--- src/cmt_pkg.sv ---
// Shared types and constants for the connection map table.
// No dependencies; imported by connection_map_table and cmt_checker.
package cmt_pkg;

  // Field widths fixed by the item format
  localparam int MODE_W = 3;
  localparam int PORT_W = 16;
  localparam int ADDR_W = 32;
  localparam int SLOT_W = 4;
  localparam int FIN_W  = 2;
  localparam int STAT_W = 2;

  // FIN count given to every new entry
  localparam logic [FIN_W-1:0] FIN_START = 2'd2;

  // Result status codes
  localparam logic [STAT_W-1:0] STATUS_OK   = 2'd0;
  localparam logic [STAT_W-1:0] STATUS_MISS = 2'd1;
  localparam logic [STAT_W-1:0] STATUS_FULL = 2'd2;

  // Operation codes
  typedef enum logic [MODE_W-1:0] {
    MODE_INSERT = 3'd0,
    MODE_CLIENT = 3'd1,
    MODE_MAPPED = 3'd2,
    MODE_DELETE = 3'd3,
    MODE_CLEAR  = 3'd4
  } mode_e;

  // Sequencer states
  typedef enum logic [2:0] {
    S_IDLE,
    S_START,
    S_DEL_CAP,
    S_WALK,
    S_FINISH
  } state_e;

  // Stored part of one entry; FIN count and active flag follow from it
  typedef struct packed {
    logic [ADDR_W-1:0] addr;
    logic [PORT_W-1:0] sport;
    logic [PORT_W-1:0] mport;
    logic              data;
  } entry_t;

endpackage

--- src/connection_map_table.sv ---
// Connection map table: entry and recency-rank memories with a walking sequencer.
// Depends on cmt_pkg.
//
//   channel | direction | handshake                  | payload
//   --------+-----------+----------------------------+-------------------------------------
//   in      | in        | in_valid_i / in_stall_o    | mode, keys, data_flag, target_slot
//   out     | out       | out_valid_o / out_stall_i  | hit, slot, entry fields, status
//
// Lookup and insert walk the whole table; delete first reads its target slot, then walks;
// the walk reads one entry of the entry and rank memories per cycle.
// Clear all, a refused insert, a missed delete and an unknown mode skip the walk.
// One item is in work at a time; the next item is taken as soon as the result sits in the
// output register, even while out_stall_i holds it there.
// Reset clears valid bits and control state; the memories themselves need no clearing.
module connection_map_table #(
  parameter int TABLE_DEPTH = 16
) (
  input  logic                         clk_i,
  input  logic                         rst_ni,
  input  logic                         in_valid_i,
  output logic                         in_stall_o,
  input  logic [cmt_pkg::MODE_W-1:0]   mode_i,
  input  logic [cmt_pkg::PORT_W-1:0]   key_source_port_i,
  input  logic [cmt_pkg::PORT_W-1:0]   key_mapped_port_i,
  input  logic [cmt_pkg::ADDR_W-1:0]   key_address_i,
  input  logic                         data_flag_i,
  input  logic [cmt_pkg::SLOT_W-1:0]   target_slot_i,
  output logic                         out_valid_o,
  input  logic                         out_stall_i,
  output logic                         hit_o,
  output logic [cmt_pkg::SLOT_W-1:0]   slot_o,
  output logic [cmt_pkg::PORT_W-1:0]   out_source_port_o,
  output logic [cmt_pkg::PORT_W-1:0]   out_mapped_port_o,
  output logic [cmt_pkg::ADDR_W-1:0]   out_address_o,
  output logic [cmt_pkg::FIN_W-1:0]    fin_left_o,
  output logic                         out_data_flag_o,
  output logic                         active_flag_o,
  output logic [cmt_pkg::STAT_W-1:0]   status_o
);
  import cmt_pkg::*;

  localparam int IDX_W = (TABLE_DEPTH > 1) ? $clog2(TABLE_DEPTH) : 1;
  localparam int CNT_W = $clog2(TABLE_DEPTH + 1);
  localparam logic [CNT_W-1:0] DEPTH_C = CNT_W'(TABLE_DEPTH);

  // Sequencer and item registers
  state_e              state_q, state_d;
  logic [MODE_W-1:0]   mode_q;
  logic [PORT_W-1:0]   sport_q, mport_q;
  logic [ADDR_W-1:0]   addr_q;
  logic                df_q;
  logic [SLOT_W-1:0]   ts_q;

  // Table occupancy
  logic [TABLE_DEPTH-1:0] valid_q;
  logic [CNT_W-1:0]       count_q;

  // Walk pointers
  logic [CNT_W-1:0]    issue_q;
  logic                pend_q;
  logic [IDX_W-1:0]    pend_idx_q;

  // Memories and their registered read data
  entry_t              entry_mem [TABLE_DEPTH];
  logic [IDX_W-1:0]    rank_mem  [TABLE_DEPTH];
  entry_t              rd_entry_q;
  logic [IDX_W-1:0]    rd_rank_q;

  // Walk results
  logic                best_found_q;
  logic [IDX_W-1:0]    best_idx_q;
  logic [IDX_W-1:0]    best_rank_q;
  entry_t              best_entry_q;
  logic                free_found_q;
  logic [IDX_W-1:0]    free_idx_q;
  logic [IDX_W-1:0]    del_rank_q;
  logic                fail_q;

  // Output register
  logic                out_valid_q;
  logic                hit_q;
  logic [SLOT_W-1:0]   slot_q;
  logic [PORT_W-1:0]   osport_q, omport_q;
  logic [ADDR_W-1:0]   oaddr_q;
  logic [FIN_W-1:0]    fin_q;
  logic                odata_q, active_q;
  logic [STAT_W-1:0]   status_q;

  // Combinational control
  logic                accept, issuing, walk_done, out_free, load_out;
  logic                full, ts_in_range, ts_ok;
  logic [IDX_W-1:0]    tidx;
  logic                rd_en;
  logic [IDX_W-1:0]    rd_addr;
  logic                rank_we;
  logic [IDX_W-1:0]    rank_wa;
  logic [IDX_W-1:0]    rank_wd;
  logic                entry_we;
  entry_t              entry_wd;
  logic                pend_valid, pend_match, pend_better, pend_free;

  // Result being formed
  logic                res_hit;
  logic [SLOT_W-1:0]   res_slot;
  logic [PORT_W-1:0]   res_sport, res_mport;
  logic [ADDR_W-1:0]   res_addr;
  logic [FIN_W-1:0]    res_fin;
  logic                res_data, res_active;
  logic [STAT_W-1:0]   res_status;

  // Handshake and walk status
  assign in_stall_o  = (state_q != S_IDLE);
  assign accept      = in_valid_i && !in_stall_o;
  assign out_free    = !out_valid_q || !out_stall_i;
  assign full        = (count_q == DEPTH_C);
  assign issuing     = (state_q == S_WALK) && (issue_q != DEPTH_C);
  assign walk_done   = (state_q == S_WALK) && !issuing && !pend_q;
  assign ts_in_range = (32'(ts_q) < TABLE_DEPTH);
  assign tidx        = IDX_W'(ts_q);
  assign ts_ok       = ts_in_range && valid_q[tidx];

  // Compare the entry that returns from memory this cycle
  assign pend_valid  = pend_q && valid_q[pend_idx_q];
  assign pend_match  = pend_valid &&
                       ((mode_q == MODE_CLIENT)
                          ? (rd_entry_q.sport == sport_q && rd_entry_q.addr == addr_q)
                          : (rd_entry_q.mport == mport_q));
  assign pend_better = pend_match && (!best_found_q || rd_rank_q < best_rank_q);
  assign pend_free   = pend_q && !valid_q[pend_idx_q] && !free_found_q;

  // New entry built from the item
  assign entry_wd = '{addr: addr_q, sport: sport_q, mport: mport_q, data: df_q};

  // Next state and memory control
  always_comb begin
    state_d  = state_q;
    load_out = 1'b0;
    rd_en    = 1'b0;
    rd_addr  = issue_q[IDX_W-1:0];
    rank_we  = 1'b0;
    rank_wa  = pend_idx_q;
    rank_wd  = rd_rank_q;
    entry_we = 1'b0;
    unique case (state_q)
      S_IDLE: begin
        if (accept) state_d = S_START;
      end
      S_START: begin
        unique case (mode_q)
          MODE_INSERT: state_d = full ? S_FINISH : S_WALK;
          MODE_CLIENT, MODE_MAPPED: state_d = S_WALK;
          MODE_DELETE: begin
            if (ts_ok) begin
              rd_en   = 1'b1;
              rd_addr = tidx;
              state_d = S_DEL_CAP;
            end else begin
              state_d = S_FINISH;
            end
          end
          default: state_d = S_FINISH;
        endcase
      end
      S_DEL_CAP: state_d = S_WALK;
      S_WALK: begin
        rd_en = issuing;
        // age on insert, close the gap on delete
        if (pend_valid && mode_q == MODE_INSERT) begin
          rank_we = 1'b1;
          rank_wd = rd_rank_q + IDX_W'(1);
        end else if (pend_valid && mode_q == MODE_DELETE && rd_rank_q > del_rank_q) begin
          rank_we = 1'b1;
          rank_wd = rd_rank_q - IDX_W'(1);
        end
        if (walk_done) begin
          if (mode_q == MODE_INSERT) begin
            entry_we = 1'b1;
            rank_we  = 1'b1;
            rank_wa  = free_idx_q;
            rank_wd  = '0;
          end
          state_d = S_FINISH;
        end
      end
      S_FINISH: begin
        if (out_free) begin
          load_out = 1'b1;
          state_d  = S_IDLE;
        end
      end
      default: state_d = S_IDLE;
    endcase
  end

  // Form the result from the operation and what the walk found
  always_comb begin
    res_hit    = 1'b0;
    res_slot   = '0;
    res_sport  = '0;
    res_mport  = '0;
    res_addr   = '0;
    res_fin    = '0;
    res_data   = 1'b0;
    res_active = 1'b0;
    res_status = STATUS_MISS;
    unique case (mode_q)
      MODE_INSERT: begin
        if (fail_q) begin
          res_status = STATUS_FULL;
        end else begin
          res_hit    = 1'b1;
          res_slot   = SLOT_W'(free_idx_q);
          res_sport  = sport_q;
          res_mport  = mport_q;
          res_addr   = addr_q;
          res_fin    = FIN_START;
          res_data   = df_q;
          res_active = !df_q;
          res_status = STATUS_OK;
        end
      end
      MODE_CLIENT, MODE_MAPPED, MODE_DELETE: begin
        if (mode_q == MODE_DELETE) res_slot = ts_q;
        if ((mode_q == MODE_DELETE) ? !fail_q : best_found_q) begin
          res_hit    = 1'b1;
          if (mode_q != MODE_DELETE) res_slot = SLOT_W'(best_idx_q);
          res_sport  = best_entry_q.sport;
          res_mport  = best_entry_q.mport;
          res_addr   = best_entry_q.addr;
          res_fin    = FIN_START;
          res_data   = best_entry_q.data;
          res_active = !best_entry_q.data;
          res_status = STATUS_OK;
        end
      end
      MODE_CLEAR: begin
        res_hit    = 1'b1;
        res_status = STATUS_OK;
      end
      default: ;
    endcase
  end

  // Hold the sequencer state
  always_ff @(posedge clk_i or negedge rst_ni) begin
    if (!rst_ni) begin
      state_q <= S_IDLE;
    end else begin
      state_q <= state_d;
    end
  end

  // Advance occupancy, walk pointers and output valid
  always_ff @(posedge clk_i or negedge rst_ni) begin
    if (!rst_ni) begin
      valid_q      <= '0;
      count_q      <= '0;
      issue_q      <= '0;
      pend_q       <= 1'b0;
      best_found_q <= 1'b0;
      free_found_q <= 1'b0;
      fail_q       <= 1'b0;
      out_valid_q  <= 1'b0;
    end else begin
      pend_q <= issuing;
      if (issuing) issue_q <= issue_q + CNT_W'(1);
      if (state_q == S_START) begin
        issue_q      <= '0;
        best_found_q <= 1'b0;
        free_found_q <= 1'b0;
        fail_q       <= (mode_q == MODE_INSERT && full) || (mode_q == MODE_DELETE && !ts_ok);
        if (mode_q == MODE_CLEAR) begin
          valid_q <= '0;
          count_q <= '0;
        end
      end
      if (state_q == S_DEL_CAP) begin
        valid_q[tidx] <= 1'b0;
        count_q       <= count_q - CNT_W'(1);
      end
      if (pend_better && mode_q != MODE_INSERT && mode_q != MODE_DELETE) best_found_q <= 1'b1;
      if (pend_free && mode_q == MODE_INSERT) free_found_q <= 1'b1;
      if (entry_we) begin
        valid_q[free_idx_q] <= 1'b1;
        count_q             <= count_q + CNT_W'(1);
      end
      if (load_out) begin
        out_valid_q <= 1'b1;
      end else if (!out_stall_i) begin
        out_valid_q <= 1'b0;
      end
    end
  end

  // Capture item, walk results and output payload
  always_ff @(posedge clk_i) begin
    pend_idx_q <= issue_q[IDX_W-1:0];
    if (accept) begin
      mode_q  <= mode_i;
      sport_q <= key_source_port_i;
      mport_q <= key_mapped_port_i;
      addr_q  <= key_address_i;
      df_q    <= data_flag_i;
      ts_q    <= target_slot_i;
    end
    if (state_q == S_DEL_CAP) begin
      best_entry_q <= rd_entry_q;
      del_rank_q   <= rd_rank_q;
    end
    if (pend_better && mode_q != MODE_INSERT && mode_q != MODE_DELETE) begin
      best_idx_q   <= pend_idx_q;
      best_rank_q  <= rd_rank_q;
      best_entry_q <= rd_entry_q;
    end
    if (pend_free) free_idx_q <= pend_idx_q;
    if (load_out) begin
      hit_q    <= res_hit;
      slot_q   <= res_slot;
      osport_q <= res_sport;
      omport_q <= res_mport;
      oaddr_q  <= res_addr;
      fin_q    <= res_fin;
      odata_q  <= res_data;
      active_q <= res_active;
      status_q <= res_status;
    end
  end

  // Entry memory: one read port, one write port
  always_ff @(posedge clk_i) begin
    if (rd_en) rd_entry_q <= entry_mem[rd_addr];
    if (entry_we) entry_mem[free_idx_q] <= entry_wd;
  end

  // Rank memory: one read port, one write port
  always_ff @(posedge clk_i) begin
    if (rd_en) rd_rank_q <= rank_mem[rd_addr];
    if (rank_we) rank_mem[rank_wa] <= rank_wd;
  end

  assign out_valid_o       = out_valid_q;
  assign hit_o             = hit_q;
  assign slot_o            = slot_q;
  assign out_source_port_o = osport_q;
  assign out_mapped_port_o = omport_q;
  assign out_address_o     = oaddr_q;
  assign fin_left_o        = fin_q;
  assign out_data_flag_o   = odata_q;
  assign active_flag_o     = active_q;
  assign status_o          = status_q;

endmodule

--- config.mk ---
export PLATFORM = sky130hd
export DESIGN_NAME = connection_map_table
export DESIGN_NICKNAME = d
export VERILOG_FILES = /design/src/cmt_pkg.sv /design/src/connection_map_table.sv
export SDC_FILE = /design/constraint.sdc
export NUM_CORES = 2
export LEC_CHECK = 0
export BUFFER_PORTS_ARGS = -buffer_cell sky130_fd_sc_hd__buf_2
export CORE_MARGIN = 2
export CORE_UTILIZATION = 62
export DETAILED_ROUTE_END_ITERATION = 7
export HOLD_SLACK_MARGIN = 0.1
export PLACE_DENSITY = 0.85
export SLEW_MARGIN = 25
export SYNTH_ARGS = -nofsm -noshare
export SYNTH_HDL_FRONTEND = slang
export SYNTH_SLANG_ARGS = --single-unit
--- constraint.sdc ---
create_clock -name clk_i -period 9.3 [get_ports clk_i]
set_input_delay 0.465 -clock clk_i [delete_from_list [all_inputs] [get_ports clk_i]]
set_output_delay 0.465 -clock clk_i [all_outputs]
set_load 0.05 [all_outputs]
======== Word-level counts from Yosys, hierarchy flattened ========
Memory sizes are Yosys's and may differ from the RTL's. A register that Yosys moved wholly into a read port is not among the register bits.
Cells that the tools add are included.
storage, ports and cells
  register bits ........................... 266
  bits in writable memories ............... 1,104
  input port bits ......................... 76
  memories ................................ 2
memory list
  memory     words  bits a word  read ports  clocked after memory_dff  wr ports  line                        RTL
  entry_mem  16     65           1           1                         1         connection_map_table.sv:64  entry_t entry_mem [TABLE_DEPTH];
  rank_mem   16     4            1           1                         1         connection_map_table.sv:65  logic [IDX_W-1:0] rank_mem [TABLE_DEPTH];
operators by class
  $add $sub $neg .......................... 5
  order comparisons ....................... 7
  equal/unequal tests ..................... 18
  mux-type cells .......................... 91
  bitwise logic cells ..................... 3
  reductions and logical operators ........ 49
operator list
  kind                                                                          number
  65-bit two-way mux                                                            2
  16-bit two-way mux                                                            8
  32-bit two-way mux                                                            2
  16-bit case mux with 2 select lines                                           2
  32-bit case mux with 2 select lines                                           1
  4-bit two-way mux                                                             15
  1-bit two-way mux                                                             34
  16-bit == test                                                                2
  32-bit == test                                                                1
  5-bit two-way mux                                                             6
  1-bit logical AND                                                             20
  16-bit AND                                                                    1
  16-bit NOT                                                                    1
  16-bit bitwise OR                                                             1
  4-bit by 5-bit less-than comparator with 1-bit output, second input constant  3
  3-bit two-way mux                                                             5
  3-bit case mux with 5 select lines                                            1
  3-bit by 2-bit == test with 1-bit output, second input constant               4
  1-bit zero test                                                               12
  3-bit nonzero test                                                            4
  5-bit by 1-bit adder with 5-bit output, second input constant                 2
  3-bit case mux with 3 select lines                                            1
  1-bit binary-select mux with 4-bit select                                     2
  1-bit demux with 4-bit select                                                 2
  other kinds (26)                                                              41

======== Depth between registers and ports, before layout ========
  word-level depth ........................ 12
  depth in mapped cells ................... 12

======== Worst setup path before layout ========
OpenSTA, ideal clock, no wires.
  kind .................................... register to register
  from .................................... reg issue_q[2]
  to ...................................... mem entry_mem[0][0] in the netlist's numbering (enable)
  arrival ................................. 6,407 ps
  slack ................................... 2,323 ps
  stages on the path, launching flop included .. 8
  buffers on the path ..................... 2
  period minus slack after synthesis ...... 6,977 ps
  cells stage by stage .................... dfrtp_1 clkbuf_1 nor2_1 nand4b_1 or3_1 clkbuf_1 or3_1 nor3_1
between the ends
  cells in the longest elaborated chain, start to end .. 9
RTL lines
  element                                  line                         RTL
  start: declaration                       connection_map_table.sv:59   logic [CNT_W-1:0] issue_q;
  start signal: assignment                 connection_map_table.sv:266  if (issuing) issue_q <= issue_q + CNT_W'(1);
  5-bit != test                            connection_map_table.sv:116  assign issuing = (state_q == S_WALK) && (issue_q != DEPTH_C);
  1-bit logical AND                        connection_map_table.sv:116
  1-bit zero test                          connection_map_table.sv:117  assign walk_done = (state_q == S_WALK) && !issuing && !pend_q;
  1-bit logical AND (2 in a row)           connection_map_table.sv:117
  1-bit two-way mux                        connection_map_table.sv:175  if (walk_done) begin
  1-bit two-way mux                        connection_map_table.sv:144  unique case (state_q)
  1-bit two-way mux                        connection_map_table.sv:332  if (entry_we) entry_mem[free_idx_q] <= entry_wd;
  1-bit two-way mux (implied by the code)  connection_map_table.sv:332
  end: declaration                         connection_map_table.sv:64
No other way between the ends.

======== Final worst setup path ========
  from .................................... reg ts_q[0], in the netlist tidx[0]
  to ...................................... reg, netlist name rd_entry_q[32]
between the ends
  cells in the longest elaborated chain, start to end .. 5
  elaborated cells between the ends (all ways) .. 8
  classes of those cells .................. 8 x mux
RTL lines
  element                                                                         line                         RTL
  start: declaration                                                              connection_map_table.sv:52   logic [SLOT_W-1:0] ts_q;
  start signal: assignment                                                        connection_map_table.sv:304  ts_q <= target_slot_i;
  1-bit binary-select mux with 4-bit select                                       connection_map_table.sv:120  assign ts_ok = ts_in_range && valid_q[tidx];
  1-bit two-way mux (implied by the code)                                         connection_map_table.sv:120
  1-bit two-way mux / 4-bit two-way mux (equally long branches)                   connection_map_table.sv:153  if (ts_ok) begin
  1-bit two-way mux / 4-bit two-way mux (equally long branches)                   connection_map_table.sv:149  unique case (mode_q)
  1-bit case mux with 2 select lines / 4-bit two-way mux (equally long branches)  connection_map_table.sv:144
Several ways; a longest one is shown, not always the timed one. The select of a mux whose other input is x is not followed.
A chain may end at the register's enable or synchronous reset.

==> results.cfg <==
[power_and_ir_drop]
p_sw_uw = 4560
p_seq_frac = 0.501
leakagePower_uw = 0.0232
internal_power_uw = 11900
p_sw_frac = 0.277
pwr-share-clk = 0.341
power.density_nw_per_um2 = 263
ir_worst_vdd_mv = 0.246
pwr-share-comb = 0.158

[routing]
drcViolationCount = 0
drtIter0Drc = 4683
vias = 31200
drtPass1Iterations = 8
antenna_left = 0
vias_per_cell = 6.88
avgRoutedWirePerCell_um = 31.1
wl_um = 141000

[critical_path]
cp.arrival_ps = 6020
crit_slowest_cell = edfxtp_1
critical_path.cell_chain = mux2_2 > o22ai_2 > o32a_1 > mux2i_4 > buf_4 > buf_12 > mux2i_1 > o22ai_1 > or4_1
cp_slowest_stage_delay_ps = 810
crit_path_end_kind = flop
path_max_fanout = 142
worstPathRequired_ps = 9790
worst-setup-path-type = flop to flop
critPathLaunchType = flop
worst-r2r-setup-slack_ps = 3780

[sta]
worstMarginPinSlew_ps = 1250
layout_setup_ws_ps = 3780
hold_viol = 0
grt_setup_unrepaired = no
finalClockSkew_ps = 64.2
fmax_ghz = 0.181
fin_crit_ps = 5520
setup_tns_ps = 0
drv_slew = 0
hold_ws_ps = 330
timing.slew.headroom = 0.165
period_share = 0.594
setup_viol = 0

[global_route]
grt_pass1_wl_um = 201000
grt.overflow.total = 0
antenna_found_initial = 3
grt_max_degree = 143
grt_pass1_vias = 30600
track_usage = 0.309

[floorplan]
ios = 153
rows = 109
core_sq_um = 88100
die_h_um = 302
initial_core_util = 0.624
die_w_um = 302
die_area_sq_um = 91100

[placement]
dp_slack_ps = 4000
dp_hpwl_um = 70900
gp_congestion = 0.874
io_buffers = 151

[cts]
cts_tree = built
cts_root_buf = clkbuf_16
cts_buffer_depth = 3
clk_latency_ps = 790
path_clk_slew_ps = 60
post_cts_buffers = 0
cts_num_sinks = 1438
cts_made_buffers = 141
cts.htree.levels = 4
hold_buffers = 75
post_cts_resize_count = 0

[cells_and_area]
layout-drive-gt1-share = 0.140
n_fill_cell = 4968
nets = 3349
syn_to_final_growth_pct = 13.8

[yosys]
synth_edf_count = 1400
synth_top_area_cell = edfxtp_1
synthArstFlopShare = 0.0236
synth-seq-area-share = 0.781
synth_seq_cells = 1438
synthFlopType = edfxtp_1
netlist_area_sq_um = 55000
synth_cell_types = 60
ys.warnings.count = 0
syn_area_per_cell_sq_um = 18.4
syn-num-nets = 3079
yosys.area.top_type_share = 0.765
ys_top_cells_by_area = edfxtp_1 76%, mux2i_1 10%, o22ai_1 3.2%, dfrtp_1 1.5%, a22o_1 1.1%
synth_cells = 2989

[hold_path]
worstHoldPathType = input pin to asynchronous set/reset pin

[run_status]
status = finished clean

[job]
maxCapViolations = 0
==> cells in the final DEF, fill, tap and decap left out, types with 5 or more instances in the layout <==
cell / n
a31o_2: 16
mux2i_1: 560
dlygate4sd3_1: 75
inv_1: 25
buf_4: 49
buf_12: 5
a21oi_1: 8
inv_6: 5
clkbuf_1: 25
a32oi_1: 5
or3_1: 5
nand4_1: 18
a22o_1: 71
o22ai_1: 279
nor2_4: 15
nand2b_1: 9
clkbuf_16: 143
xor2_1: 16
nand3_1: 15
o21ai_0: 23
xnor2_1: 53
clkinv_1: 30
mux4_2: 6
nor2_1: 37
nor3_2: 6
edfxtp_1: 1400
clkinv_2: 22
nor2b_1: 5
ha_1: 14
buf_2: 151
dfrtp_1: 34
bufinv_16: 11
nand2_1: 49
nor3_1: 19
or4_1: 69
nor4_1: 8
==> cell families (layout without fill, tap and decap cells) <==
family,after synthesis,in the layout,share of synthesized area
compound gates,440,440,0.0557
xor+xnor,69,69,0.0110
fa+ha+maj,14,14,0.00319
buf+inv,183,563,0.0158
flops,1438,1438,0.781
mux,569,569,0.105
other cells,1,3,0.0000682
simple gates,275,275,0.0278
==> per-stage QoR <==
step	std cells	utilization	instance area, sq um	power (uW)
after detailed placement	4204	0.649	57200	10800
after global routing	4534	0.710	62600	16800
after floorplan	2989	-	55000	10000
after CTS	4532	0.710	62500	16400
after global placement	4200	0.648	57100	10700
final	4536	0.710	62600	16400
==> metal layers <==
metal,wire [um],GRT usage,vias up
met1,49600,0.417,15600
met4,6370,0.149,2
met5,13,0,-
li1,-,-,12600
met2,67000,0.487,2520
met3,18000,0.0676,448
==> critical path, delay by kind of cell (launching register included) <==
family | cells | cell delay (ps)
AOI/OAI and AO/OA | 3 | 1120
buffers and inverters | 2 | 1120
DFF | 1 | 810
muxes | 3 | 1180
and+or+nand+nor | 1 | 570
==> sequential cells by signal, indices dropped and copies added, names as in the netlist, 2 cells and up <==
register           cells
entry_mem           1040
best_entry_q          65
rd_entry_q            65
rank_mem              64
addr_q                32
out_address_o         32
mport_q               16
out_mapped_port_o     16
out_source_port_o     16
sport_q               16
valid_q               16
count_q                5
issue_q                5
best_idx_q             4
best_rank_q            4
del_rank_q             4
free_idx_q             4
pend_idx_q             4
rd_rank_q              4
slot_o                 4
tidx                   4
mode_q                 3
state_q                3
status_o               2
==> cell type report <==
cell class	count	area, sq um	area share
antenna	2	5.00	0.0000800
multi-input combinational	1368	11400	0.182
clock inverter	85	882	0.0141
tap	1165	1460	0.0233
clock buffer	168	3670	0.0587
inverter	25	93.8	0.00150
sequential	1438	43000	0.687
timing repair buffer	285	2090	0.0334
==> synthesized netlist by cell type, types with 4 or more instances <==
master	count
inv_1	25
nor2b_1	5
nand3_1	15
dfxtp_1	4
a31o_2	16
nand2b_1	10
a31oi_1	4
mux4_2	6
xnor2_1	53
buf_1	6
xor2_1	16
or4_1	69
o22ai_1	279
dfrtp_1	34
a32oi_1	5
edfxtp_1	1400
o21ai_0	23
or3_1	5
ha_1	14
a21boi_0	4
a21oi_1	9
a22o_1	71
nand2_1	50
buf_4	23
nor3_1	25
buf_2	66
nand4_1	18
mux2i_1	561
nor2_1	53
clkbuf_1	61
nor4_1	8
==> final timing paths <==
kind | from | to | depth (start not counted)
max | tidx[0] | rd_entry_q[32] | 9
max in group asynchronous | rst_ni | valid_q[10] | 2
min reg2reg | rd_entry_q[0] | best_entry_q[0] | 0
min | rst_ni | count_q[2] | 2
max reg2reg | tidx[0] | rd_entry_q[32] | 9
min in group clk_i | key_address_i[0] | addr_q[0] | 2
==> power by group through the flow <==
stage	logic [uW]	registers, uW	clock network (uW)
final	2610	8240	5600
after global routing	2690	8280	5860
after CTS	2550	8220	5620
after detailed placement	2500	8340	0
after global placement	2410	8310	0
after floorplan	1670	8330	0
Note: power is estimated with default switching activity, not from simulation.
